$ cat src/hw/rtl/mbq_pkg.sv
// Shared types and constants of the multichannel biquad unit.
// Holds field widths, register indexes, sequencer step codes and the history word.
// No dependencies.
package mbq_pkg;

   localparam int SAMPLE_W  = 24;
   localparam int COEF_W    = 32;
   localparam int FRAC_BITS = 28;
   localparam int PROD_W    = SAMPLE_W + COEF_W;
   localparam int ACC_W     = PROD_W + 4;
   localparam int ROUND_W   = ACC_W - FRAC_BITS;
   localparam int CHAN_W    = 3;
   localparam int CHAN_EXT_W = 7;

   localparam logic signed [SAMPLE_W-1:0] OUT_MAX = 24'sh7F_FFFF;
   localparam logic signed [SAMPLE_W-1:0] OUT_MIN = -24'sh80_0000;

   localparam logic signed [ACC_W-1:0] ROUND_HALF = ACC_W'(64'sd1 <<< (FRAC_BITS - 1));

   localparam logic signed [COEF_W-1:0] FEED_GAIN_0_RESET = 32'sh1000_0000;

   // Register indexes on the configuration port.
   localparam logic [2:0] REG_FEED_GAIN_0 = 3'd0;
   localparam logic [2:0] REG_FEED_GAIN_1 = 3'd1;
   localparam logic [2:0] REG_FEED_GAIN_2 = 3'd2;
   localparam logic [2:0] REG_BACK_GAIN_1 = 3'd3;
   localparam logic [2:0] REG_BACK_GAIN_2 = 3'd4;

   // Sequencer steps of one request, in the order they run.
   typedef enum logic [2:0] {
      STEP_IDLE,
      STEP_MUL_G0,
      STEP_MUL_G1,
      STEP_MUL_G2,
      STEP_MUL_H1,
      STEP_MUL_H2,
      STEP_DRAIN,
      STEP_FINISH
   } step_type;

   // One channel's delay line as it is kept in the history memory.
   typedef struct packed {
      logic signed [SAMPLE_W-1:0] x1;
      logic signed [SAMPLE_W-1:0] x2;
      logic signed [SAMPLE_W-1:0] y1;
      logic signed [SAMPLE_W-1:0] y2;
   } hist_type;

endpackage

$ cat src/hw/rtl/multichannel_biquad_df1_unit.sv
// Top level of the multichannel Direct Form 1 biquad filter.
// Depends on mbq_pkg and mbq_ram.

// Each request carries a signed 24-bit sample and a channel number; the unit returns one
// filtered sample y = g0*x + g1*x1 + g2*x2 - h1*y1 - h2*y2 with the five Q3.28 gains
// taken from the configuration registers, rounded half up and saturated to 24 bits, and
// a clipped flag. A request passes through the history read, five steps through one
// shared 32x24 multiplier, one accumulate and a final step to round, saturate and write
// the history back; that final step waits while an earlier result is still held in the
// result register. A new request is taken as soon as the previous one has finished, even
// while its result still waits. The channel histories live in one memory that is not
// swept at reset; per-channel valid flags make an unwritten channel read as an all-zero
// history, so the unit is ready as soon as reset is released. A channel number at or
// above CHANNELS filters against a zero history and leaves all histories untouched.
// Gains are written through an APB-style port at byte addresses 0, 4, 8, 12 and 16; the
// user must write them only while the unit is idle, which the unit itself leaves unchecked.
module multichannel_biquad_df1_unit #(
   parameter int CHANNELS = 8
) (
   input  logic        clock,
   input  logic        reset,

   input  logic        req_valid,
   output logic        req_stall,
   input  logic signed [23:0] req_sample_in,
   input  logic [2:0]  req_channel_sel,

   output logic        rsp_valid,
   input  logic        rsp_stall,
   output logic signed [23:0] rsp_sample_out,
   output logic        rsp_clipped,

   input  logic        psel,
   input  logic        penable,
   input  logic        pwrite,
   input  logic [4:0]  paddr,
   input  logic [31:0] pwdata,
   output logic [31:0] prdata,
   output logic        pready
);

   localparam int ADDR_W = (CHANNELS > 1) ? $clog2(CHANNELS) : 1;

   // Gain registers.
   logic signed [mbq_pkg::COEF_W-1:0] feed_gain_0_ff, feed_gain_1_ff, feed_gain_2_ff;
   logic signed [mbq_pkg::COEF_W-1:0] back_gain_1_ff, back_gain_2_ff;

   logic       csr_write;
   logic [2:0] csr_index;

   assign pready    = 1'b1;
   assign csr_index = paddr[4:2];
   assign csr_write = psel && penable && pwrite;

   always_ff @(posedge clock) begin
      if (reset) begin
         feed_gain_0_ff <= mbq_pkg::FEED_GAIN_0_RESET;
         feed_gain_1_ff <= '0;
         feed_gain_2_ff <= '0;
         back_gain_1_ff <= '0;
         back_gain_2_ff <= '0;
      end else if (csr_write) begin
         unique case (csr_index)
            mbq_pkg::REG_FEED_GAIN_0: feed_gain_0_ff <= pwdata;
            mbq_pkg::REG_FEED_GAIN_1: feed_gain_1_ff <= pwdata;
            mbq_pkg::REG_FEED_GAIN_2: feed_gain_2_ff <= pwdata;
            mbq_pkg::REG_BACK_GAIN_1: back_gain_1_ff <= pwdata;
            mbq_pkg::REG_BACK_GAIN_2: back_gain_2_ff <= pwdata;
            default: ;
         endcase
      end
   end

   // Read-back of the gains; unused addresses read as zero.
   always_comb begin
      unique case (csr_index)
         mbq_pkg::REG_FEED_GAIN_0: prdata = feed_gain_0_ff;
         mbq_pkg::REG_FEED_GAIN_1: prdata = feed_gain_1_ff;
         mbq_pkg::REG_FEED_GAIN_2: prdata = feed_gain_2_ff;
         mbq_pkg::REG_BACK_GAIN_1: prdata = back_gain_1_ff;
         mbq_pkg::REG_BACK_GAIN_2: prdata = back_gain_2_ff;
         default:                  prdata = '0;
      endcase
   end

   // Request intake. The unit takes a request whenever no earlier one is still in the
   // sequencer, so the history write of one request always lands before the read of the
   // next and no forwarding is needed.
   mbq_pkg::step_type          step_ff, step_in;
   logic                       busy;
   logic                       req_take;
   logic [mbq_pkg::CHAN_EXT_W-1:0] chan_ext;
   logic                       chan_ok;
   logic [ADDR_W-1:0]          chan_addr;

   assign busy      = (step_ff != mbq_pkg::STEP_IDLE);
   assign req_stall = busy;
   assign req_take  = req_valid && !busy;
   assign chan_ext  = {{(mbq_pkg::CHAN_EXT_W - mbq_pkg::CHAN_W){1'b0}}, req_channel_sel};
   assign chan_ok   = (chan_ext < mbq_pkg::CHAN_EXT_W'(CHANNELS));
   assign chan_addr = chan_ext[ADDR_W-1:0];

   logic signed [mbq_pkg::SAMPLE_W-1:0] x_ff;
   logic [ADDR_W-1:0]                   addr_ff;
   logic                                chan_ok_ff;
   logic                                hist_ok_ff;
   logic [CHANNELS-1:0]                 filled_ff;

   always_ff @(posedge clock) begin
      if (req_take) begin
         x_ff    <= req_sample_in;
         addr_ff <= chan_addr;
      end
   end

   // History memory and the flags that say which channels hold written data.
   mbq_pkg::hist_type ram_rd, hist, hist_wr;
   logic              ram_wr_en;
   logic              finish;

   mbq_ram #(
      .WIDTH ($bits(mbq_pkg::hist_type)),
      .DEPTH (CHANNELS),
      .ADDR_W(ADDR_W)
   ) u_hist_ram (
      .clock  (clock),
      .wr_en  (ram_wr_en),
      .wr_addr(addr_ff),
      .wr_data(hist_wr),
      .rd_en  (req_take),
      .rd_addr(chan_addr),
      .rd_data(ram_rd)
   );

   always_ff @(posedge clock) begin
      if (reset) begin
         filled_ff  <= '0;
         chan_ok_ff <= 1'b0;
         hist_ok_ff <= 1'b0;
      end else begin
         if (req_take) begin
            chan_ok_ff <= chan_ok;
            hist_ok_ff <= chan_ok ? filled_ff[chan_addr] : 1'b0;
         end
         if (ram_wr_en) begin
            filled_ff[addr_ff] <= 1'b1;
         end
      end
   end

   // An unwritten channel, or one beyond the channel count, has an all-zero history.
   assign hist = hist_ok_ff ? ram_rd : '0;

   // Multiply-accumulate sequencer: one product a step, accumulated one step later.
   logic signed [mbq_pkg::COEF_W-1:0]   coef_sel;
   logic signed [mbq_pkg::SAMPLE_W-1:0] opnd_sel;
   logic signed [mbq_pkg::PROD_W-1:0]   prod_ff, prod_in;
   logic                                prod_sub_ff, prod_sub_in;
   logic signed [mbq_pkg::ACC_W-1:0]    acc_ff, acc_in, acc_base;

   always_comb begin
      unique case (step_ff)
         mbq_pkg::STEP_MUL_G0: begin
            coef_sel = feed_gain_0_ff;
            opnd_sel = x_ff;
         end
         mbq_pkg::STEP_MUL_G1: begin
            coef_sel = feed_gain_1_ff;
            opnd_sel = hist.x1;
         end
         mbq_pkg::STEP_MUL_G2: begin
            coef_sel = feed_gain_2_ff;
            opnd_sel = hist.x2;
         end
         mbq_pkg::STEP_MUL_H1: begin
            coef_sel = back_gain_1_ff;
            opnd_sel = hist.y1;
         end
         mbq_pkg::STEP_MUL_H2: begin
            coef_sel = back_gain_2_ff;
            opnd_sel = hist.y2;
         end
         default: begin
            coef_sel = '0;
            opnd_sel = '0;
         end
      endcase
   end

   assign prod_in     = coef_sel * opnd_sel;
   assign prod_sub_in = (step_ff == mbq_pkg::STEP_MUL_H1) || (step_ff == mbq_pkg::STEP_MUL_H2);

   // The rounding half is folded into the first accumulation.
   assign acc_base = (step_ff == mbq_pkg::STEP_MUL_G1) ? mbq_pkg::ROUND_HALF : acc_ff;
   assign acc_in   = prod_sub_ff ? acc_base - mbq_pkg::ACC_W'(prod_ff)
                                 : acc_base + mbq_pkg::ACC_W'(prod_ff);

   always_ff @(posedge clock) begin
      prod_ff     <= prod_in;
      prod_sub_ff <= prod_sub_in;
      if ((step_ff >= mbq_pkg::STEP_MUL_G1) && (step_ff <= mbq_pkg::STEP_DRAIN)) begin
         if (step_ff != mbq_pkg::STEP_MUL_G0) begin
            acc_ff <= acc_in;
         end
      end
   end

   // Rounding and saturation: the arithmetic shift floors, so halves round upward.
   logic signed [mbq_pkg::ROUND_W-1:0]  rounded;
   logic signed [mbq_pkg::SAMPLE_W-1:0] y_sat;
   logic                                clip;

   assign rounded = mbq_pkg::ROUND_W'(acc_ff >>> mbq_pkg::FRAC_BITS);

   always_comb begin
      priority if (rounded > mbq_pkg::ROUND_W'(mbq_pkg::OUT_MAX)) begin
         y_sat = mbq_pkg::OUT_MAX;
         clip  = 1'b1;
      end else if (rounded < mbq_pkg::ROUND_W'(mbq_pkg::OUT_MIN)) begin
         y_sat = mbq_pkg::OUT_MIN;
         clip  = 1'b1;
      end else begin
         y_sat = mbq_pkg::SAMPLE_W'(rounded);
         clip  = 1'b0;
      end
   end

   // The last step waits while an earlier result is still held in the result register.
   logic rsp_valid_ff;
   logic rsp_free;

   assign rsp_free  = !rsp_valid_ff || !rsp_stall;
   assign finish    = (step_ff == mbq_pkg::STEP_FINISH) && rsp_free;
   assign ram_wr_en = finish && chan_ok_ff;

   always_comb begin
      hist_wr.x1 = x_ff;
      hist_wr.x2 = hist.x1;
      hist_wr.y1 = y_sat;
      hist_wr.y2 = hist.y1;
   end

   always_comb begin
      step_in = step_ff;
      if (req_take) begin
         step_in = mbq_pkg::STEP_MUL_G0;
      end else if (step_ff == mbq_pkg::STEP_FINISH) begin
         if (rsp_free) begin
            step_in = mbq_pkg::STEP_IDLE;
         end
      end else if (busy) begin
         step_in = mbq_pkg::step_type'(step_ff + 3'd1);
      end
   end

   always_ff @(posedge clock) begin
      if (reset) begin
         step_ff <= mbq_pkg::STEP_IDLE;
      end else begin
         step_ff <= step_in;
      end
   end

   // Result register.
   logic signed [mbq_pkg::SAMPLE_W-1:0] rsp_sample_ff;
   logic                                rsp_clipped_ff;

   always_ff @(posedge clock) begin
      if (reset) begin
         rsp_valid_ff <= 1'b0;
      end else if (finish) begin
         rsp_valid_ff <= 1'b1;
      end else if (!rsp_stall) begin
         rsp_valid_ff <= 1'b0;
      end
   end

   always_ff @(posedge clock) begin
      if (finish) begin
         rsp_sample_ff  <= y_sat;
         rsp_clipped_ff <= clip;
      end
   end

   assign rsp_valid      = rsp_valid_ff;
   assign rsp_sample_out = rsp_sample_ff;
   assign rsp_clipped    = rsp_clipped_ff;

endmodule

$ cat src/hw/rtl/mbq_ram.sv
// Generic single-write, single-read synchronous RAM with a registered read port.
// No dependencies.
module mbq_ram #(
   parameter int WIDTH  = 96,
   parameter int DEPTH  = 8,
   parameter int ADDR_W = (DEPTH > 1) ? $clog2(DEPTH) : 1
) (
   input  logic              clock,
   input  logic              wr_en,
   input  logic [ADDR_W-1:0] wr_addr,
   input  logic [WIDTH-1:0]  wr_data,
   input  logic              rd_en,
   input  logic [ADDR_W-1:0] rd_addr,
   output logic [WIDTH-1:0]  rd_data
);

   logic [WIDTH-1:0] mem_ff [DEPTH];
   logic [WIDTH-1:0] rd_data_ff;

   always_ff @(posedge clock) begin
      if (wr_en) begin
         mem_ff[wr_addr] <= wr_data;
      end
      if (rd_en) begin
         rd_data_ff <= mem_ff[rd_addr];
      end
   end

   assign rd_data = rd_data_ff;

endmodule

$ cat config.mk
export PLATFORM = sky130hd
export DESIGN_NAME = multichannel_biquad_df1_unit
export DESIGN_NICKNAME = d
export VERILOG_FILES = /design/src/hw/rtl/mbq_pkg.sv /design/src/hw/rtl/multichannel_biquad_df1_unit.sv /design/src/hw/rtl/mbq_ram.sv
export SDC_FILE = /design/constraint.sdc
export NUM_CORES = 2
export LEC_CHECK = 0
export BUFFER_PORTS_ARGS = -buffer_cell sky130_fd_sc_hd__buf_4
export CAP_MARGIN = 20
export CORE_AREA = 2 2 434 436
export CTS_BUF_LIST = sky130_fd_sc_hd__clkbuf_4
export CTS_CLUSTER_DIAMETER = 60
export DETAILED_ROUTE_END_ITERATION = 8
export DIE_AREA = 0 0 436 438
export GPL_TIMING_DRIVEN = 0
export PLACE_DENSITY = 0.54
export SYNTH_ARGS = -nofsm -noshare
export SYNTH_HDL_FRONTEND = slang
export SYNTH_HIERARCHICAL = 1
export SYNTH_SLANG_ARGS = --single-unit
$ cat constraint.sdc
create_clock -name clock -period 17.12 [get_ports clock]
set_clock_uncertainty 0.15 [all_clocks]
set_input_delay 3.424 -clock clock [delete_from_list [all_inputs] [get_ports clock]]
set_output_delay 3.424 -clock clock [all_outputs]
set_load 0.005 [all_outputs]
---- Yosys cells after proc, flatten, opt, wreduce, memory -nomap -nowiden ----
Memory sizes are Yosys's and may differ from the RTL's. A register that Yosys moved wholly into a read port is not among the register bits.
Cells that the tools add are included.
operators by class
  $add $sub $neg .......................... 3
  multipliers ............................. 1
  magnitude comparators ................... 8
  eq/ne operators ......................... 14
  multiplexer cells ....................... 22
  bitwise operators ....................... 1
  reduce and logical (&&, ||, !) cells .... 25
operators by type and width
  operator                                                                             count
  32-bit one-hot mux with 5 select lines                                               2
  60-bit two-way mux                                                                   2
  24-bit one-hot mux with 5 select lines                                               1
  96-bit two-way mux                                                                   1
  60-bit by 56-bit adder with 60-bit output                                            1
  60-bit by 56-bit subtractor with 60-bit output                                       1
  32-bit by 24-bit multiplier with 56-bit output                                       1
  24-bit two-way mux                                                                   2
  32-bit by 24-bit greater-than comparator with 1-bit output, second input constant    1
  32-bit by 24-bit less-than comparator with 1-bit output, second input constant       1
  2-bit AND reduction                                                                  8
  3-bit by 2-bit equality test with 1-bit output, second input constant                4
  3-bit equality test, second input constant                                           4
  3-bit by 4-bit less-than comparator with 1-bit output, second input constant         3
  1-bit two-way mux                                                                    9
  3-bit two-way mux                                                                    3
  8-bit bitwise OR                                                                     1
  1-bit logical AND                                                                    7
  3-bit by 1-bit equality test with 1-bit output, second input constant                2
  3-bit nonzero test                                                                   2
  3-bit by 1-bit adder with 3-bit output, second input constant                        1
  1-bit binary-select mux with 3-bit select                                            1
  1-bit demux with 3-bit select                                                        1
  3-bit by 1-bit greater-or-equal comparator with 1-bit output, second input constant  1
  other kinds (11)                                                                     14
storage, ports and cells
  register bits ........................... 343
  RAM bits ................................ 768
  output and inout bits ................... 60
  logic and storage cells ................. 93
  memories kept ........................... 1
memory list
  memory             depth  bits a word  rd ports  clocked after Yosys merged registers in  wr ports  RTL line       RTL
  u_hist_ram.mem_ff  8      96           1         1                                        1         mbq_ram.sv:17  logic [WIDTH-1:0] mem_ff [DEPTH];

---- Depth between registers and ports, before layout ----
  depth after elaboration ................. 6
  gate-level depth with buffers ........... 36

---- Modules after synthesis ----
Netlist, hierarchy kept.
modules (own cells, without submodules)
  module                        times used  cells each  area an instance (um^2)  sequential area each (um^2)
  multichannel_biquad_df1_unit  1           5384        46106.7                  7987.7
  mbq_ram                       1           1219        31766.7                  25944.9

---- Worst setup path before layout ----
Ideal clock, no wire load.
  path type ............................... in2reg
  start point ............................. in rsp_stall
  end point ............................... mem u_hist_ram.mem_ff[4][0] (enable)
  setup time .............................. 0.668 ns
  arrival time ............................ 12.437 ns
  slack ................................... 3.864 ns
  stages on the path ...................... 4
  path buffers ............................ 0
  cell sequence ........................... a21boi_0 > and2_1 > nand2_1 > nor3_1
between the ends
  word-level cells in the longest chain between the ends .. 6
ends and longest elaborated chain
  what                                     RTL line                             RTL
  from (decl)                              multichannel_biquad_df1_unit.sv:29   input logic rsp_stall,
  1-bit zero test                          --
  1-bit logical OR                         multichannel_biquad_df1_unit.sv:232  assign rsp_free = !rsp_valid_ff || !rsp_stall;
  1-bit logical AND                        multichannel_biquad_df1_unit.sv:233  assign finish = (step_ff == mbq_pkg::STEP_FINISH) && rsp_free;
  1-bit logical AND                        multichannel_biquad_df1_unit.sv:234  assign ram_wr_en = finish && chan_ok_ff;
  via ram_wr_en                            multichannel_biquad_df1_unit.sv:118  logic ram_wr_en;
  1-bit two-way mux                        mbq_ram.sv:21                        if (wr_en) begin
  1-bit two-way mux (not written as such)  mbq_ram.sv:22                        mem_ff[wr_addr] <= wr_data;
  to (decl)                                mbq_ram.sv:17
The timed path passes the listed nets, and every way through them passes these cells.

---- Worst setup path in the final report ----
  start point ............................. reg step_ff[1]
  end point ............................... reg prod_ff[54] (netlist bit)
between the ends
  word-level cells in the longest chain between the ends .. 3
  elaborated cells between the ends (all ways) .. 8
  those cells by class .................... 1 x mul; 5 x eq/ne; 2 x mux
ends and longest elaborated chain
  what                                                                                                     RTL line                             RTL
  from (decl)                                                                                              multichannel_biquad_df1_unit.sv:89   mbq_pkg::step_type step_ff, step_in;
  from (signal assigned)                                                                                   multichannel_biquad_df1_unit.sv:258  step_ff <= mbq_pkg::STEP_IDLE;
  from (signal assigned)                                                                                   multichannel_biquad_df1_unit.sv:260  step_ff <= step_in;
  3-bit equality test (tied with other cells)                                                              multichannel_biquad_df1_unit.sv:162  unique case (step_ff)
  32-bit one-hot mux with 5 select lines / 24-bit one-hot mux with 5 select lines (equally long branches)  multichannel_biquad_df1_unit.sv:162
  32-bit by 24-bit multiplier with 56-bit output (*)                                                       multichannel_biquad_df1_unit.sv:190  assign prod_in = coef_sel * opnd_sel;
  via prod_in, one bit                                                                                     multichannel_biquad_df1_unit.sv:157  logic signed [mbq_pkg::PROD_W-1:0] prod_ff, prod_in;
  to (signal assigned)                                                                                     multichannel_biquad_df1_unit.sv:199  prod_ff <= prod_in;
  to (decl)                                                                                                multichannel_biquad_df1_unit.sv:157
The timed path passes the listed nets; every way through them passes the cells marked *.
A chain may end at the register's enable or synchronous reset.

==> summary.md <==
| Metric | Value |
|---|---|
| Synth Area in XOR/XNOR | `1.888%` |
| Max cap viols | `0` |
| Final hold vios | `0` |
| Antenna Violating Nets Remaining | `0` |
| Leakage | `34.17 nW` |
| Die area | `0.1910 sq mm` |
| Main combinational cell family by area after synthesis | `adder cells` |
| Worst Reg-to-Reg Cells | `32` |
| Clock root cell | `clkbuf_4` |
| Commonest non-fill, non-tap cells in the layout | `nand2_1, edfxtp_1, inv_1` |
| Starting density of the core | `41.73%` |
| # DRC | `0` |
| Largest net degree at the start of global routing | `61` |
| Worst EP arrival | `13.59 ns` |
| Sequential share of the synthesized area | `43.57%` |
| CP Class | `reg2reg` |
| Drt first pass iters | `8` |
| Delay-heaviest family, CP | `adder cells` |
| Post-CTS setup buffer count | `0` |
| Die width | `436 um` |
| Worst R2R Setup Slack | `4.61 ns` |
| Top Ports | `131` |
| Clock buffer count from CTS | `338` |
| Worst Path Buf+Inv | `10` |
| Tot Pwr | `0.01086 W` |
| CP endpoint kind | `register` |
| Multiplexer area fraction after synthesis | `7.542%` |
| Core Area | `0.1866 sq mm` |
| Hold_buf cts | `0` |
| Async set-reset flop share out of synthesis | `0%` |
| Most used cell, CP | `fa_1` |
| Area of the multi-input gates | `0.03924 sq mm` |
| Adder-cell area share of the yosys netlist | `23.64%` |
| Post-synth top flop | `edfxtp_1` |
| Number of global-route vias before repair | `56180` |
| Yosys Warn Count | `6` |
| Finished Cell Area | `0.08732 sq mm` |
| Net count, final | `8224` |
| Synth Area in Compound Gates | `7.071%` |
| Via count | `54350` |
| Register area | `0.03393 sq mm` |
| Post-CTS resize count | `0` |
| Register bit count reported by yosys | `1207` |
| Post-synth EDFFs | `976` |
| Reg-to-Reg Start | `step_ff[1]` |
| Area growth, synth to finish | `12.13%` |
| Reg2reg end | `prod_ff[54]` |
| Final Cycle Share | `73.05%` |
| Final WS setup | `4.613 ns` |
| Worst hold endpoint | `filled_ff[7]` |
| Hold slack | `0.3205 ns` |
| Port buffer count | `126` |
| Critical path fanouts, max | `10` |
| Filler cells | `17480` |
| Dpl cell area | `0.08330 sq mm` |
| Initial DRC Count | `5440` |
| First-pass GRT wire length | `384800 um` |
| F_max | `79.96 MHz` |
| Number of distinct library cells after synthesis | `89` |
| CTS clk-pin slew, worst paths | `0.06 ns` |
| Worst skew pair latency | `1.39 ns` |
| Unrepaired setup endpoints after global routing | `no` |
| CP peak stage delay | `0.96 ns` |
| Total GRT Usage | `27.62%` |
| Syn nets | `7675` |
| Syn Std Cell Area | `0.07787 sq mm` |
| Hpwl dp | `201400 um` |
| Initial antenna violation count | `14` |
| Overflow after GRT | `0` |
| Share of cells above drive strength 1 | `15.04%` |
| Routed WL | `261000 um` |
| Post-DR wirelength/cell | `26.43 um` |
| Critical path's slowest cell | `clkbuf_1` |
| Die height | `438 um` |
| Hold Path Class | `reg2reg` |
| Worst Hold Launch | `filled_ff[7]` |
| Clk buf depth | `4` |
| Htree depth | `5` |
| CTS tree | `done` |
| Avg Inst Size Synth | `11.79 sq um` |
| CP Launch Type | `register` |
| Worst Tran Pin Value | `1.308 ns` |
| CP Data Required Time | `18.20 ns` |
| Via density | `5.505` |
| Leading cell type in the layout, fill and taps excluded | `nand2_1` |
| Pins over their slew limit | `0` |
| Minimum clock period | `12.51 ns` |
| Clock sink count | `1207` |
| Placement Rows | `159` |
| Final setup fails | `0` |
| Status | `finished clean` |
| Synth Area in Simple Gates | `10.09%` |
| Mapped Cells | `6603` |
| Max IR drop VDD | `0.1080 mV` |
| GP Congestion | `0.9816` |
| Hold Crit Depth | `2` |
| Max-slew headroom | `12.82%` |
| Pwr/cell area | `124.4 mW/mm^2` |
| Pre-CTS WS | `4.785 ns` |
## per-layer routing
layer / part of all wire, % / vias up / track usage (%)
li1: - / 23560 / -
met1: 42 / 27840 / 37.74
met2: 45 / 2430 / 42.82
met3: 7.8 / 526 / 5.610
met4: 4.8 / 6 / 12.09
met5: 0.087 / - / 0
## cells in the mapped netlist, drive strengths merged, types with 22 or more instances
library cell | count | area share, %
and2 | 102 | 0.82
nor2b | 79 | 0.63
a31oi | 30 | 0.24
xnor2 | 126 | 1.4
fa | 784 | 20
xor2 | 41 | 0.47
ha | 217 | 3.5
and3 | 23 | 0.19
o21ai | 75 | 0.48
a22o | 23 | 0.26
o21a | 43 | 0.42
o22ai | 31 | 0.25
nor3 | 43 | 0.30
mux4 | 195 | 5.6
nor2 | 370 | 1.8
a21o | 43 | 0.41
nand4 | 30 | 0.24
buf | 52 | 0.46
nand2 | 1026 | 4.9
nand2b | 22 | 0.18
dfxtp | 231 | 5.9
a21oi | 316 | 2.0
a22oi | 162 | 1.6
clkbuf | 283 | 1.4
nand3 | 45 | 0.29
inv | 907 | 4.4
edfxtp | 976 | 38
mux2 | 128 | 1.9
## cell type report
class / count / area share, %
multi-input cells: 4154 / 44.94
flip-flops and latches: 1207 / 38.86
clock buffers: 486 / 4.178
inverters: 907 / 3.899
well taps: 2495 / 3.575
repair buffers: 209 / 2.521
plain buffers: 335 / 1.631
clock inverters: 64 / 0.3511
diodes: 17 / 0.04872
## worst max-delay path by stage
stage / startpoint / end / slack, ns / cells past startpoint
final: step_ff[1] / prod_ff[54] / 4.61 / 32
after global placement: rsp_stall / u_hist_ram/mem_ff[4][40] / -6.81 / 5
after global routing: step_ff[1] / prod_ff[54] / 4.34 / 31
after CTS: step_ff[1] / prod_ff[54] / 4.83 / 32
after detailed placement: step_ff[1] / prod_ff[54] / 4.78 / 32
after floorplan: rsp_stall / u_hist_ram/mem_ff[4][0] / 3.86 / 4
## sequential cells by signal (all words and copies together) (netlist names), 24 cells and up
signal              count
prod_ff                56
feed_gain_0_ff         32
back_gain_1_ff         32
u_hist_ram/mem_ff     768
feed_gain_1_ff         32
x_ff                   24
feed_gain_2_ff         32
back_gain_2_ff         32
acc_ff                 60
rsp_sample_out         24
u_hist_ram/rd_data     96
## where the power goes
group	switching [W]	internal (W)	total (W)
combinational	0.00300	0.00139	0.00439
clock	0.00122	0.00132	0.00253
sequential	0.000216	0.00372	0.00394
## through the flow
stage,instances,TNS (ns),util (%)
5_1_grt,9863,0,46.78
6_report,9874,0,46.79
4_1_cts,9855,0,46.76
3_3_place_gp,9224,-2163.45,43.91
2_1_floorplan,6603,0,-
3_5_place_dp,9305,0,44.64
## worst reg2reg max path: cells and delay by family (launching register included)
kind	cells	cell delay, ns
buf+inv	10	3.49
fa+ha+maj	9	4.45
simple gates	4	1.13
compound gates	9	2.80
flops	1	0.50
## kinds of logic (layout without fill, tap and decap cells)
logic type,after synthesis,count (layout)
muxes,327,327
and+or+nand+nor,1807,1807
xor gates and xnor gates,167,167
DFF,1207,1207
AOI/OAI and AO/OA,851,851
other,1,18
buffers and inverters,1242,2001
adders and majority gates,1001,1001
(Power assumes the default switching activity.)
